`config.mk`:
```
export PLATFORM = sky130hd
export DESIGN_NAME = time_of_day_periodic_trigger_core_flat
export DESIGN_NICKNAME = d
export VERILOG_FILES = /design/src/rtl/todpt_pkg.sv /design/src/rtl/todpt_if.sv /design/src/rtl/time_of_day_periodic_trigger_core.sv /design/src/rtl/todpt_ctrl.sv /design/src/rtl/todpt_dp.sv /design/src/flat_wrapper.sv
export SDC_FILE = /design/constraint.sdc
export NUM_CORES = 1
export LEC_CHECK = 0
export ABC_CLOCK_PERIOD_IN_PS = 2900
export BUFFER_PORTS_ARGS = -buffer_cell sky130_fd_sc_hd__buf_4
export CORE_MARGIN = 2
export CORE_UTILIZATION = 35
export DETAILED_ROUTE_END_ITERATION = 16
export PLACE_DENSITY_LB_ADDON = 0.25
export SYNTH_ARGS = -nofsm -noshare
export SYNTH_HDL_FRONTEND = slang
export SYNTH_HIERARCHICAL = 1
export SYNTH_SLANG_ARGS = --single-unit
```
`constraint.sdc`:
```
create_clock -name clk -period 2.9 [get_ports clk]
set_input_delay 0.29 -clock clk [delete_from_list [all_inputs] [get_ports clk]]
set_output_delay 0.29 -clock clk [all_outputs]
set_load 0.05 [all_outputs]
```
`src/rtl/todpt_pkg.sv`:
```
`timescale 1ns / 1ps
// ----------------------------------------------------------------------------
// todpt_pkg
// Shared widths, register indexes and controller/datapath command types.
// ----------------------------------------------------------------------------
package todpt_pkg;

  localparam int TENTHS_W  = 4;
  localparam int SECONDS_W = 6;
  localparam int MINUTES_W = 6;
  localparam int HOURS_W   = 5;

  localparam int SEC_PER_W = 12;
  localparam int MIN_PER_W = 11;

  // remainder unit: one quotient bit per step
  localparam int DIV_W     = 12;
  localparam int DIV_STEPS = DIV_W;
  localparam int STEP_W    = $clog2(DIV_STEPS);

  localparam int CFG_IDX_W  = 2;
  localparam int CFG_DATA_W = 12;

  localparam logic [CFG_IDX_W-1:0] REG_SECOND_PERIOD = 2'd0;
  localparam logic [CFG_IDX_W-1:0] REG_MINUTE_PERIOD = 2'd1;

  typedef struct packed {
    logic tick;    // beat taken on the input side
    logic load;    // load dividends, clear remainders
    logic step;    // one remainder step
    logic finish;  // update one-shots, load output register
  } todpt_cmd_t;

  typedef struct packed {
    logic out_busy;
  } todpt_stat_t;

endpackage

```
`src/rtl/todpt_if.sv`:
```
`timescale 1ns / 1ps
// ----------------------------------------------------------------------------
// todpt interfaces
// Tick input, time output and configuration write channels.
// ----------------------------------------------------------------------------
interface todpt_tick_if;
  logic valid;
  logic ready;
  logic advance;
  modport source (output valid, output advance, input ready);
  modport sink   (input valid, input advance, output ready);
endinterface

interface todpt_time_if;
  logic       valid;
  logic       ready;
  logic [3:0] tenths;
  logic [5:0] seconds;
  logic [5:0] minutes;
  logic [4:0] hours;
  logic       second_fire;
  logic       minute_fire;
  modport source (output valid, output tenths, output seconds, output minutes,
                  output hours, output second_fire, output minute_fire, input ready);
  modport sink   (input valid, input tenths, input seconds, input minutes,
                  input hours, input second_fire, input minute_fire, output ready);
endinterface

interface todpt_cfg_if;
  logic        valid;
  logic        ready;
  logic [1:0]  index;
  logic [11:0] data;
  modport source (output valid, output index, output data, input ready);
  modport sink   (input valid, input index, input data, output ready);
endinterface

```
`src/rtl/time_of_day_periodic_trigger_core.sv`:
```
`timescale 1ns / 1ps
// ----------------------------------------------------------------------------
// time_of_day_periodic_trigger_core
// 24-hour clock in ticks, seconds, minutes, hours with two periodic triggers.
// Sequence: accept the input beat, load the dividends, run the 12-step restoring
// remainder units (one quotient bit per cycle), then load the output register
// once it is free. A new beat is taken only after that hand-off.
// Reset (synchronous): time cleared, both triggers armed, periods set to 1.
// Configuration writes are always accepted.
// ----------------------------------------------------------------------------
module time_of_day_periodic_trigger_core
  import todpt_pkg::*;
#(
  parameter int TICKS_PER_SECOND = 10
) (
  input  logic  clk,
  input  logic  rst,
  todpt_tick_if.sink   tick_ch,
  todpt_time_if.source time_ch,
  todpt_cfg_if.sink    cfg_ch
);

  todpt_cmd_t  cmd;
  todpt_stat_t stat;

  assign cfg_ch.ready = 1'b1;

  todpt_ctrl u_ctrl (
    .clk      (clk),
    .rst      (rst),
    .in_valid (tick_ch.valid),
    .in_ready (tick_ch.ready),
    .cmd      (cmd),
    .stat     (stat)
  );

  todpt_dp #(
    .TICKS_PER_SECOND (TICKS_PER_SECOND)
  ) u_dp (
    .clk         (clk),
    .rst         (rst),
    .cmd         (cmd),
    .stat        (stat),
    .advance     (tick_ch.advance),
    .cfg_we      (cfg_ch.valid),
    .cfg_index   (cfg_ch.index),
    .cfg_data    (cfg_ch.data),
    .out_valid   (time_ch.valid),
    .out_ready   (time_ch.ready),
    .tenths      (time_ch.tenths),
    .seconds     (time_ch.seconds),
    .minutes     (time_ch.minutes),
    .hours       (time_ch.hours),
    .second_fire (time_ch.second_fire),
    .minute_fire (time_ch.minute_fire)
  );

endmodule

```
`src/rtl/todpt_ctrl.sv`:
```
`timescale 1ns / 1ps
// ----------------------------------------------------------------------------
// todpt_ctrl
// Sequencer: take a tick beat, run the remainder unit, hand off the result.
// ----------------------------------------------------------------------------
module todpt_ctrl
  import todpt_pkg::*;
(
  input  logic        clk,
  input  logic        rst,
  input  logic        in_valid,
  output logic        in_ready,
  output todpt_cmd_t  cmd,
  input  todpt_stat_t stat
);

  typedef enum logic [1:0] {S_IDLE, S_LOAD, S_DIV, S_DONE} state_t;

  state_t              state;
  logic [STEP_W-1:0]   step_cnt;
  logic                ready;

  assign in_ready = ready;

  always_comb begin
    cmd        = '0;
    cmd.tick   = ready && in_valid;
    cmd.load   = (state == S_LOAD);
    cmd.step   = (state == S_DIV);
    cmd.finish = (state == S_DONE) && !stat.out_busy;
  end

  always_ff @(posedge clk) begin
    if (rst) begin
      state    <= S_IDLE;
      step_cnt <= '0;
      ready    <= 1'b1;
    end else begin
      unique case (state)
        S_IDLE: begin
          if (ready && in_valid) begin
            ready <= 1'b0;
            state <= S_LOAD;
          end
        end
        S_LOAD: begin
          step_cnt <= '0;
          state    <= S_DIV;
        end
        S_DIV: begin
          step_cnt <= step_cnt + 1'b1;
          if (step_cnt == STEP_W'(DIV_STEPS - 1)) state <= S_DONE;
        end
        S_DONE: begin
          if (!stat.out_busy) begin
            ready <= 1'b1;
            state <= S_IDLE;
          end
        end
        default: state <= S_IDLE;
      endcase
    end
  end

endmodule

```
`src/rtl/todpt_dp.sv`:
```
`timescale 1ns / 1ps
// ----------------------------------------------------------------------------
// todpt_dp
// Time counters, period registers, restoring remainder units, one-shots and
// output register.
// ----------------------------------------------------------------------------
module todpt_dp
  import todpt_pkg::*;
#(
  parameter int TICKS_PER_SECOND = 10
) (
  input  logic                    clk,
  input  logic                    rst,
  input  todpt_cmd_t              cmd,
  output todpt_stat_t             stat,
  input  logic                    advance,
  input  logic                    cfg_we,
  input  logic [CFG_IDX_W-1:0]    cfg_index,
  input  logic [CFG_DATA_W-1:0]   cfg_data,
  output logic                    out_valid,
  input  logic                    out_ready,
  output logic [TENTHS_W-1:0]     tenths,
  output logic [SECONDS_W-1:0]    seconds,
  output logic [MINUTES_W-1:0]    minutes,
  output logic [HOURS_W-1:0]      hours,
  output logic                    second_fire,
  output logic                    minute_fire
);

  localparam int TW = (TICKS_PER_SECOND > 2) ? $clog2(TICKS_PER_SECOND) : 1;

  logic [TW-1:0]          tenth_count;
  logic [SECONDS_W-1:0]   second_count;
  logic [MINUTES_W-1:0]   minute_count;
  logic [HOURS_W-1:0]     hour_count;
  logic                   second_done;
  logic                   minute_done;
  logic [SEC_PER_W-1:0]   second_period;
  logic [MIN_PER_W-1:0]   minute_period;

  logic [DIV_W-1:0]       sec_quo;
  logic [DIV_W-1:0]       sec_rem;
  logic [DIV_W-1:0]       min_quo;
  logic [DIV_W-1:0]       min_rem;
  logic [DIV_W-1:0]       sec_val;
  logic [DIV_W-1:0]       min_val;
  logic [DIV_W-1:0]       sec_div;
  logic [DIV_W-1:0]       min_div;
  logic                   sec_cond;
  logic                   min_cond;
  logic [TW+TENTHS_W-1:0] tenth_ext;

  function automatic logic [DIV_W-1:0] rem_step(input logic [DIV_W-1:0] rem,
                                                input logic             b,
                                                input logic [DIV_W-1:0] p);
    logic [DIV_W:0] t;
    t = {rem, b};
    if (t >= {1'b0, p}) return DIV_W'(t - {1'b0, p});
    return DIV_W'(t);
  endfunction

  // x*60 as x*64 - x*4
  assign sec_val = DIV_W'(second_count) + (DIV_W'(minute_count) << 6)
                 - (DIV_W'(minute_count) << 2);
  assign min_val = DIV_W'(minute_count) + (DIV_W'(hour_count) << 6)
                 - (DIV_W'(hour_count) << 2);
  assign sec_div = DIV_W'(second_period);
  assign min_div = DIV_W'(minute_period);

  assign sec_cond = (second_period != '0) && (sec_rem == '0);
  assign min_cond = (minute_period != '0) && (min_rem == '0);

  assign stat.out_busy = out_valid && !out_ready;

  assign tenth_ext = {{TENTHS_W{1'b0}}, tenth_count};

  // time of day
  always_ff @(posedge clk) begin
    if (rst) begin
      tenth_count  <= '0;
      second_count <= '0;
      minute_count <= '0;
      hour_count   <= '0;
    end else if (cmd.tick && advance) begin
      if (tenth_count == TW'(TICKS_PER_SECOND - 1)) begin
        tenth_count <= '0;
        if (second_count == SECONDS_W'(59)) begin
          second_count <= '0;
          if (minute_count == MINUTES_W'(59)) begin
            minute_count <= '0;
            if (hour_count == HOURS_W'(23)) hour_count <= '0;
            else                            hour_count <= hour_count + 1'b1;
          end else begin
            minute_count <= minute_count + 1'b1;
          end
        end else begin
          second_count <= second_count + 1'b1;
        end
      end else begin
        tenth_count <= tenth_count + 1'b1;
      end
    end
  end

  // configuration
  always_ff @(posedge clk) begin
    if (rst) begin
      second_period <= SEC_PER_W'(1);
      minute_period <= MIN_PER_W'(1);
    end else if (cfg_we) begin
      unique case (cfg_index)
        REG_SECOND_PERIOD: second_period <= cfg_data[SEC_PER_W-1:0];
        REG_MINUTE_PERIOD: minute_period <= cfg_data[MIN_PER_W-1:0];
        default: ;
      endcase
    end
  end

  // remainder units
  always_ff @(posedge clk) begin
    if (cmd.load) begin
      sec_quo <= sec_val;
      min_quo <= min_val;
      sec_rem <= '0;
      min_rem <= '0;
    end else if (cmd.step) begin
      sec_quo <= sec_quo << 1;
      min_quo <= min_quo << 1;
      sec_rem <= rem_step(sec_rem, sec_quo[DIV_W-1], sec_div);
      min_rem <= rem_step(min_rem, min_quo[DIV_W-1], min_div);
    end
  end

  // one-shots: re-arm when the condition drops
  always_ff @(posedge clk) begin
    if (rst) begin
      second_done <= 1'b0;
      minute_done <= 1'b0;
    end else if (cmd.finish) begin
      second_done <= sec_cond;
      minute_done <= min_cond;
    end
  end

  always_ff @(posedge clk) begin
    if (rst) begin
      out_valid <= 1'b0;
    end else if (cmd.finish) begin
      out_valid <= 1'b1;
    end else if (out_ready) begin
      out_valid <= 1'b0;
    end
  end

  always_ff @(posedge clk) begin
    if (cmd.finish) begin
      tenths      <= tenth_ext[TENTHS_W-1:0];
      seconds     <= second_count;
      minutes     <= minute_count;
      hours       <= hour_count;
      second_fire <= sec_cond && !second_done;
      minute_fire <= min_cond && !minute_done;
    end
  end

endmodule

```
`src/flat_wrapper.sv`:
```
// flat-port wrapper written by rule: the top's interface ports become plain ports
module time_of_day_periodic_trigger_core_flat import todpt_pkg::*;
#(
  parameter int TICKS_PER_SECOND = 10
)
  (clk, rst, tick_ch_valid, tick_ch_advance, tick_ch_ready, time_ch_valid, time_ch_tenths, time_ch_seconds, time_ch_minutes, time_ch_hours, time_ch_second_fire, time_ch_minute_fire, time_ch_ready, cfg_ch_valid, cfg_ch_index, cfg_ch_data, cfg_ch_ready);
  todpt_tick_if tick_ch_i ();
  todpt_time_if time_ch_i ();
  todpt_cfg_if cfg_ch_i ();
  input  logic clk;
  input  logic rst;
  input wire logic [$bits(tick_ch_i.valid)-1:0] tick_ch_valid;
  input wire logic [$bits(tick_ch_i.advance)-1:0] tick_ch_advance;
  output wire logic [$bits(tick_ch_i.ready)-1:0] tick_ch_ready;
  output wire logic [$bits(time_ch_i.valid)-1:0] time_ch_valid;
  output wire logic [$bits(time_ch_i.tenths)-1:0] time_ch_tenths;
  output wire logic [$bits(time_ch_i.seconds)-1:0] time_ch_seconds;
  output wire logic [$bits(time_ch_i.minutes)-1:0] time_ch_minutes;
  output wire logic [$bits(time_ch_i.hours)-1:0] time_ch_hours;
  output wire logic [$bits(time_ch_i.second_fire)-1:0] time_ch_second_fire;
  output wire logic [$bits(time_ch_i.minute_fire)-1:0] time_ch_minute_fire;
  input wire logic [$bits(time_ch_i.ready)-1:0] time_ch_ready;
  input wire logic [$bits(cfg_ch_i.valid)-1:0] cfg_ch_valid;
  input wire logic [$bits(cfg_ch_i.index)-1:0] cfg_ch_index;
  input wire logic [$bits(cfg_ch_i.data)-1:0] cfg_ch_data;
  output wire logic [$bits(cfg_ch_i.ready)-1:0] cfg_ch_ready;
  assign tick_ch_i.valid = tick_ch_valid;
  assign tick_ch_i.advance = tick_ch_advance;
  assign tick_ch_ready = tick_ch_i.ready;
  assign time_ch_valid = time_ch_i.valid;
  assign time_ch_tenths = time_ch_i.tenths;
  assign time_ch_seconds = time_ch_i.seconds;
  assign time_ch_minutes = time_ch_i.minutes;
  assign time_ch_hours = time_ch_i.hours;
  assign time_ch_second_fire = time_ch_i.second_fire;
  assign time_ch_minute_fire = time_ch_i.minute_fire;
  assign time_ch_i.ready = time_ch_ready;
  assign cfg_ch_i.valid = cfg_ch_valid;
  assign cfg_ch_i.index = cfg_ch_index;
  assign cfg_ch_i.data = cfg_ch_data;
  assign cfg_ch_ready = cfg_ch_i.ready;
  time_of_day_periodic_trigger_core #(.TICKS_PER_SECOND(TICKS_PER_SECOND)) u_core (.clk(clk), .rst(rst), .tick_ch(tick_ch_i), .time_ch(time_ch_i), .cfg_ch(cfg_ch_i));
endmodule
```
==> flow_summary.yaml, run 1 <==
status:
  status: "complete, no violations"
die:
  dieArea_mm2: 0.0201
  start_util_pct: 35.6
  placementRows: 50
  core-area_mm2: 0.0187
  die_x_um: 142
  io_pins: 46
  fp.dieH_um: 142
synth:
  yosysTopAreaCell: "dfxtp_1"
  synth.net_count: 765
  async_flop_share_pct: 0
  synth_common_cells: "78 x dfxtp_1, 62 x nand2_1, 61 x nor2_1, 51 x inv_1"
  synth.ff_latch_count: 125
  yosysMostFrequentCell: "dfxtp_1"
  syn_area_per_cell_um2: 9.51
  synth_top_area_share_pct: 23.5
  yosysSeqAreaShare_pct: 44.7
  yosys_warnings: 6
  ys.flop_type: "dfxtp_1"
  syn-cell-area_mm2: 0.00665
  syn_inst: 700
  synth_edf_count: 47
  synth_area_leaders: "dfxtp_1 23%, edfxtp_1 21%, ha_1 8.1%"
  synth_cell_types: 66
critical_path:
  ff2ff_path_depth: 11
  r2r_slack_ps: 330
  worst_setup_path_start_kind: "flip-flop"
  end_kind: "flip-flop"
  crit_required_ps: 3250
  worstPathMaxFanout: 3
  rr_endpoint: "u_core/u_dp/sec_rem[8]$_SDFFE_PP0P_"
  arrival_ps: 2920
  r2r_start: "u_core/u_dp/sec_quo[11]$_DFFE_PP_"
  critPathKind: "flip-flop to flip-flop"
worst_hold_path:
  min_path_type: "input pin to flip-flop"
  hold_depth: 3
  hold_end: "u_core/u_dp/sec_div[0]$_SDFFE_PP1P_"
  worstHoldStart: "cfg_ch_data[0]"
grt:
  grt-ovfl-total: 0
  grt.met2_usage_pct: 24.2
  grt_max_degree: 53
  grt_usage_pct: 15.7
  grtUsageMet1_pct: 21.5
  grt_pass1_wl_um: 24600
  use_met3_pct: 3.78
  grt_pass1_vias: 4768
  busiest_layer: "met2"
  antenna_found_initial: 0
pwr:
  power_density_mw_per_mm2: 1080
  power.leakage_uw: 0.00309
  ir_worst_vdd_mv: 0.497
timing:
  rsz0062_at_grt: "no"
  relSlewSlack_pct: 39.0
  timing.final.crit_share_pct: 88.8
  fmax_mhz: 388
  skew_ps: 9.72
  finalCriticalPeriod_ps: 2570
  final_hold_viol_count: 0
  setup_tns_ps: 0
  tightestPinTransition_ps: 914
  finalSetupViolCount: 0
  slew_violations: 0
cts:
  ctsResizeCount: 0
  cts_buffers: 17
  htreeDepth: 4
  worstSkewPairLatency_ps: 420
  cts_tree: "yes"
  root_buffer: "clkbuf_16"
  clock-sinks: 125
  clk_path_buf_depth: 2
  cts_hold_buf: 0
  post_cts_buffers: 0
  cts.clk_slew.worst_paths_ps: 60
placement:
  gp_congestion: 0.847
  hpwl_um: 10700
  dp.cells: 969
  port-buffer-count: 44
final_layout:
  diodes: 0
  layout-drive-gt1-share_pct: 14.7
  area_growth_pct: 18.6
  finalNonFillerCells: 1001
  nets: 819
drt:
  drtPass1Iterations: 4
  drt_iter0_drc: 355
  wl_per_cell_um: 15.1
  dr_total_vias: 5147
  drc_errors: 0
  avgViaCountPerCell: 5.14
  postRouteAntennaNets: 0
  wl_um: 15100
run:
  maxCapViolations: 0
layout make-up:
class                   count  area, µm²
fillers                  1831      10800
multi-input cells         500       3400
flip-flops and latches    125       2970
clock buffers              20        458
repair buffers             59        443
well taps                 234        293
inverters                  51        191
clock inverters            12        138
worst max-delay path by stage:
| stage | start | end | cells after the start | slack, ps |
|---|---|---|---|---|
| final | u_core/u_dp/sec_quo[11]$_DFFE_PP_ | u_core/u_dp/sec_rem[8]$_SDFFE_PP0P_ | 11 | 330 |
| after CTS | u_core/u_dp/hour_count[0]$_SDFFE_PP0P_ | u_core/u_dp/min_quo[10]$_DFFE_PP_ | 9 | 250 |
| after global routing | u_core/u_dp/hour_count[0]$_SDFFE_PP0P_ | u_core/u_dp/min_quo[10]$_DFFE_PP_ | 9 | 100 |
| after detailed placement | u_core/u_dp/hour_count[0]$_SDFFE_PP0P_ | u_core/u_dp/min_quo[10]$_DFFE_PP_ | 9 | 270 |
| after floorplan | u_core/u_ctrl/in_ready$_SDFFE_PP1P_ | u_core/u_dp/hour_count[3]$_SDFFE_PP0P_ | 10 | 120 |
| after global placement | u_core/u_dp/hour_count[0]$_SDFFE_PP0P_ | u_core/u_dp/min_quo[10]$_DFFE_PP_ | 9 | 350 |
cells by family after synthesis:
kind of cell    Yosys count  share of synthesized area (%)
compound gates          146                           14.1
flops                   125                           44.7
buf+inv                  75                           4.48
fa+ha+maj                45                           8.69
mux                      41                           6.26
xor+xnor                 35                           4.61
other cells               1                         0.0564
simple gates            232                           17.1
registers in the layout, summed over array words and instances, names as in the netlist, 5 cells and up:
signal,cells
u_core/u_dp/min_quo,12
u_core/u_dp/min_rem,12
u_core/u_dp/sec_div,12
u_core/u_dp/sec_quo,12
u_core/u_dp/sec_rem,12
u_core/u_dp/minute_period,11
u_core/u_dp/minute_count,6
u_core/u_dp/minutes,6
u_core/u_dp/second_count,6
u_core/u_dp/seconds,6
u_core/u_dp/hour_count,5
u_core/u_dp/hours,5
placed cells by master, fill, tap and decap left out, types with 4 or more instances in the layout:
master and n:
a211oi_1 11, a21o_1 9, a21oi_1 47, a31o_2 4, a31oi_1 5, buf_4 59
clkbuf_16 18, clkinv_4 5, dfxtp_1 78, edfxtp_1 47, ha_1 43, inv_1 51
mux2_2 5, mux2i_1 36, nand2_1 62, nand2b_1 6, nand3_1 16, nand3b_1 4
nand4_1 7, nor2_1 61, nor2b_1 13, nor3_1 22, nor4_1 11, o21a_1 9
o21ai_0 31, o31ai_1 4, or3_1 6, xnor2_1 22, xor2_1 13
per-layer routing:
metal | vias to the layer above | routed length (µm) | share of wire (%)
met5 | - | 0 | 0
met4 | 0 | 170 | 1.1
met3 | 13 | 519 | 3.4
met2 | 80 | 6920 | 46
met1 | 2440 | 7500 | 50
li1 | 2614 | - | -
stage by stage:
stage | instance area [µm²] | util [%] | hold WS [ps] | total power, µW | worst slack (ps)
2_1_floorplan | 6650 | - | 411 | 5480 | 116
3_3_place_gp | 7290 | 39.0 | 462 | 6380 | 352
3_5_place_dp | 7290 | 39.0 | 470 | 6350 | 267
4_1_cts | 7890 | 42.2 | 89.1 | 8550 | 250
5_1_grt | 7890 | 42.2 | 100 | 9090 | 99.8
6_report | 7890 | 42.2 | 98.5 | 8510 | 326
worst max-delay path, cell delays in order, from the launching register on:
cell	delay (ps)
edfxtp_1	360
inv_1	110
ha_1	180
inv_1	60
fa_1	420
a211oi_1	280
o21bai_1	140
a221o_1	330
a21oi_1	170
xnor2_1	200
mux2i_1	120
o21ai_0	140
where the power goes:
group	leakage, µW	switching, µW	internal (µW)	total (µW)
sequential	0.00109	234	2330	2560
combinational	0.00172	2180	1640	3820
clock	0.000286	811	1320	2130
Note: power is estimated with default switching activity, not from simulation.
==> run 2, diff against run 1 <==
CORE_ASPECT_RATIO = 1.4   (was default)
==> flow_summary.yaml, run 2 (synthesis results as in run 1) <==
timing:
  final_hold_viol_count: 0
  tightestPinTransition_ps: 729
  rsz0062_at_grt: "no"
  skew_ps: 8.12
  finalSetupViolCount: 0
  slew_violations: 0
  fin_ws_ps: 177
  finalCriticalPeriod_ps: 2720
  timing.final.crit_share_pct: 93.9
  setup_tns_ps: 0
  relSlewSlack_pct: 51.3
  fmax_mhz: 367
run:
  maxCapViolations: 0
pwr:
  ir_worst_vdd_mv: 0.435
  combPwrFrac_pct: 45.4
  seqPwrFrac_pct: 30.2
  power_density_mw_per_mm2: 1070
  sw_frac_of_total_pct: 37.6
  power.leakage_uw: 0.00311
  p_int_uw: 5270
  clkPwrFrac_pct: 24.5
  p_sw_uw: 3180
drt:
  drt_iter0_drc: 206
  wl_um: 15200
  drc_errors: 0
  wl_per_cell_um: 14.9
  postRouteAntennaNets: 0
  dr_total_vias: 5173
  avgViaCountPerCell: 5.09
  drtPass1Iterations: 4
die:
  core-area_mm2: 0.0186
  placementRows: 59
  io_pins: 46
  dieArea_mm2: 0.0201
  start_util_pct: 35.8
  die_x_um: 121
  fp.dieH_um: 167
final_layout:
  diodes: 0
  fill_cells: 1870
  final_cell_mix: "78 x dfxtp_1, 65 x buf_4, 62 x nand2_1"
  final_common_cell: "dfxtp_1"
  layout-drive-gt1-share_pct: 15.5
  area_growth_pct: 19.2
  nets: 825
cts:
  post_cts_buffers: 0
  clock-sinks: 125
  worstSkewPairLatency_ps: 420
  htreeDepth: 4
  ctsResizeCount: 0
  cts_hold_buf: 0
  cts.clk_slew.worst_paths_ps: 60
  cts_buffers: 17
  clk_path_buf_depth: 2
  cts_tree: "yes"
  root_buffer: "clkbuf_16"
critical_path:
  worst_path_max_delay_cell: "dfxtp_1"
  crit_required_ps: 3060
  worstPathMaxFanout: 7
  max_stage_delay_ps: 460
  worst_setup_path_start_kind: "flip-flop"
  path_cells: "inv_1, ha_1, o21ai_0, a21boi_0, o21ai_0, a21oi_1, nor3_1, xnor2_1, a21oi_1"
  arrival_ps: 2890
  critPathKind: "flip-flop to flip-flop"
  end_kind: "flip-flop"
  r2r_slack_ps: 180
grt:
  grt-ovfl-total: 0
  antenna_found_initial: 0
  grt_pass1_vias: 5107
  grt_max_degree: 53
  grt_usage_pct: 15.8
  grt_pass1_wl_um: 25000
placement:
  hpwl_um: 11000
  gp_congestion: 0.863
  dp_slack_ps: 189
  port-buffer-count: 44
worst_hold_path:
  min_path_type: "input pin to flip-flop"
status:
  status: "complete, no violations"
==> run 2: cell count changes in the layout (fill, tap and decap cells not counted), sizes merged <==
cell      delta
buf          +6
clkinv       +1
clkinvlp     +1
clkbuf       -2
==> run 2: power groups by stage <==
stage,sequential (µW),combinational [µW],clock [µW]
detailed placement,2580,3840,0
finish,2550,3840,2070
CTS,2550,3860,2120
floorplan,2610,2870,0
global placement,2580,3850,0
global route,2600,4280,2210
==> run 2: final timing paths <==
kind	from	endpoint	depth (start not counted)
setup / recovery	u_core/u_dp/hour_count[0]$_SDFFE_PP0P_	u_core/u_dp/min_quo[10]$_DFFE_PP_	9
hold / removal	cfg_ch_data[11]	u_core/u_dp/sec_div[11]$_SDFFE_PP0P_	3
setup reg to reg	u_core/u_dp/hour_count[0]$_SDFFE_PP0P_	u_core/u_dp/min_quo[10]$_DFFE_PP_	9
hold reg to reg	u_core/u_dp/sec_div[4]$_SDFFE_PP0P_	u_core/u_dp/sec_div[4]$_SDFFE_PP0P_	2
==> run 2: metrics by stage <==
stage / area [µm²] / utilization, % / instances / power, µW / hold WS [ps]
floorplan: 6650 / - / 700 / 5480 / 411
finish: 7930 / 42.6 / 1017 / 8460 / 129
global placement: 7350 / 39.5 / 985 / 6430 / 465
detailed placement: 7350 / 39.5 / 985 / 6420 / 470
CTS: 7930 / 42.6 / 1017 / 8530 / 105
global route: 7930 / 42.6 / 1017 / 9080 / 117
==> run 2: worst max-delay path: cells and delay by family (launching register included) <==
| family | cells | cell delay [ps] |
|---|---|---|
| XOR/XNOR | 1 | 170 |
| AO/OA/AOI/OAI | 5 | 1120 |
| AND/OR/NAND/NOR | 1 | 340 |
| adder cells (fa/ha/maj) | 1 | 300 |
| flip-flops | 1 | 460 |
| buffers and inverters | 1 | 70 |
==> run 2: area by class of cell <==
type | instances | area [µm²] | share of cell area (%)
Tap cell | 244 | 305 | 3.85
Clock buffer | 18 | 429 | 5.41
Clock inverter | 14 | 148 | 1.86
Multi-Input combinational cell | 500 | 3390 | 42.8
Timing Repair Buffer | 65 | 488 | 6.15
Inverter | 51 | 191 | 2.41
Sequential cell | 125 | 2970 | 37.5
==> run 2: routing by layer <==
layer | track usage, % | wire, µm | vias to the layer above | share of wire (%)
met3 | 4.43 | 468 | 18 | 3.1
met4 | 5.46 | 220 | 0 | 1.5
met2 | 27.2 | 7770 | 72 | 51
met5 | 0 | 0 | - | 0
met1 | 18.6 | 6700 | 2464 | 44
li1 | - | - | 2619 | -
==> run 3, diff against run 2 <==
CORE_UTILIZATION = 50   (was 35)
CTS_CLUSTER_SIZE = 40   (was default)
GPL_TIMING_DRIVEN = 1   (was default)
==> flow_summary.yaml, run 3 (synthesis results as in run 1) <==
status:
  status: "complete, no violations"
timing:
  setup_tns_ps: 0
  finalCriticalPeriod_ps: 2600
  fmax_mhz: 385
  slew_violations: 0
  rsz0062_at_grt: "no"
  finalSetupViolCount: 0
  timing.final.crit_share_pct: 89.5
  tightestPinTransition_ps: 691
  relSlewSlack_pct: 53.8
  final_hold_viol_count: 0
  hold_ws_ps: 116
  skew_ps: 7.09
die:
  placementRows: 49
  fp.dieH_um: 140
  core-area_mm2: 0.0129
  die_x_um: 101
  dieArea_mm2: 0.0143
  io_pins: 46
  start_util_pct: 51.4
final_layout:
  fin_util_pct: 60.7
  nets: 819
  final_cell_mix: "78 x dfxtp_1, 62 x nand2_1, 61 x nor2_1"
  diodes: 0
  finalNonFillerCells: 945
  final_common_cell: "dfxtp_1"
  area_growth_pct: 18.1
  layout-drive-gt1-share_pct: 14.9
placement:
  dp.cells: 913
  port-buffer-count: 44
  gp_congestion: 0.895
  hpwl_um: 10700
grt:
  grt_pass1_wl_um: 24800
  grt_max_degree: 53
  grtUsageMet1_pct: 25.6
  grt_pass1_vias: 5244
  antenna_found_initial: 0
  grt-ovfl-total: 0
  grt_usage_pct: 21.9
  grt.met2_usage_pct: 38.6
  busiest_layer: "met2"
  use_met3_pct: 4.64
critical_path:
  worst_path_max_delay_cell: "dfxtp_1"
  end_kind: "flip-flop"
  crit_required_ps: 3060
  max_stage_delay_ps: 440
  worstPathMaxFanout: 7
  path_cells: "inv_1, ha_1, o21ai_0, a21boi_0, o21ai_0, a21oi_1, nor3_2, xnor2_1, a21oi_1"
  arrival_ps: 2750
  critPathKind: "flip-flop to flip-flop"
  cp_top_family: "compound AO/OA/AOI/OAI gates"
  crit_buf_inv: 1
  worst_setup_path_start_kind: "flip-flop"
drt:
  avgViaCountPerCell: 5.54
  drc_errors: 0
  wl_per_cell_um: 15.7
  dr_total_vias: 5237
  postRouteAntennaNets: 0
  drtPass1Iterations: 4
  drt_iter0_drc: 189
  wl_um: 14900
worst_hold_path:
  min_path_type: "input pin to flip-flop"
pwr:
  ir_worst_vdd_mv: 0.613
  power_density_mw_per_mm2: 1120
  power.leakage_uw: 0.00311
cts:
  cts_tree: "yes"
  htreeDepth: 4
  cts_buffers: 17
  cts.clk_slew.worst_paths_ps: 60
  root_buffer: "clkbuf_16"
  cts_hold_buf: 0
  clk_path_buf_depth: 2
  worstSkewPairLatency_ps: 410
  clock-sinks: 125
run:
  maxCapViolations: 0
[run 3: cell count changes in the layout (fill, tap and decap cells not counted), moves of 2 or more]
cell       previous run  this run
clkinv_4              5         1
clkinv_2              3         0
buf_4                65        59
inv_6                 0         5
bufinv_16             2         4
[run 3: cell type report]
| cell class | instances | area, µm² |
|---|---|---|
| Clock buffer | 18 | 429 |
| Tap cell | 178 | 223 |
| Multi-Input combinational cell | 500 | 3390 |
| Inverter | 51 | 191 |
| Fill cell | 1083 | 5080 |
| Clock inverter | 14 | 206 |
| Timing Repair Buffer | 59 | 443 |
| Sequential cell | 125 | 2970 |
[run 3: timing repair]
item,in CTS,in global routing
endpoints found under the setup margin,0,1
hold endpoints to repair,0,0
buffers inserted,0,0
gates resized for setup,0,1
[run 3: per-stage QoR]
step	worst slack [ps]	total power [µW]	area, µm²
2_1_floorplan	116	5480	6650
3_3_place_gp	417	6370	7220
3_5_place_dp	242	6450	7220
4_1_cts	212	8790	7850
5_1_grt	100	9300	7860
6_report	304	8770	7860
[run 3: where the power goes]
group / switching (µW) / internal [µW]
combinational: 2220 / 1700
sequential: 234 / 2320
clock: 829 / 1460
total: 3290 / 5480
[run 3: metal layers]
layer	wire length, µm	part of all wire, %	up-vias
met5	0	0	-
met4	387	2.6	0
met3	527	3.5	29
met2	7720	52	116
met1	6240	42	2484
li1	-	-	2608
[run 3: worst paths after layout]
| path | startpoint | endpoint | slack [ps] | depth (start not counted) |
|---|---|---|---|---|
| max | u_core/u_dp/hour_count[0]$_SDFFE_PP0P_ | u_core/u_dp/min_quo[10]$_DFFE_PP_ | 300 | 9 |
| max reg2reg | u_core/u_dp/hour_count[0]$_SDFFE_PP0P_ | u_core/u_dp/min_quo[10]$_DFFE_PP_ | 300 | 9 |
| min reg2reg | u_core/u_dp/sec_div[5]$_SDFFE_PP0P_ | u_core/u_dp/sec_div[5]$_SDFFE_PP0P_ | 480 | 2 |
| min | cfg_ch_data[0] | u_core/u_dp/sec_div[0]$_SDFFE_PP1P_ | 120 | 3 |
[run 3: tightest hold or removal path, stage by stage]
cell and delay [ps]:
buf_4 80, nand2_1 40, nand3b_1 70
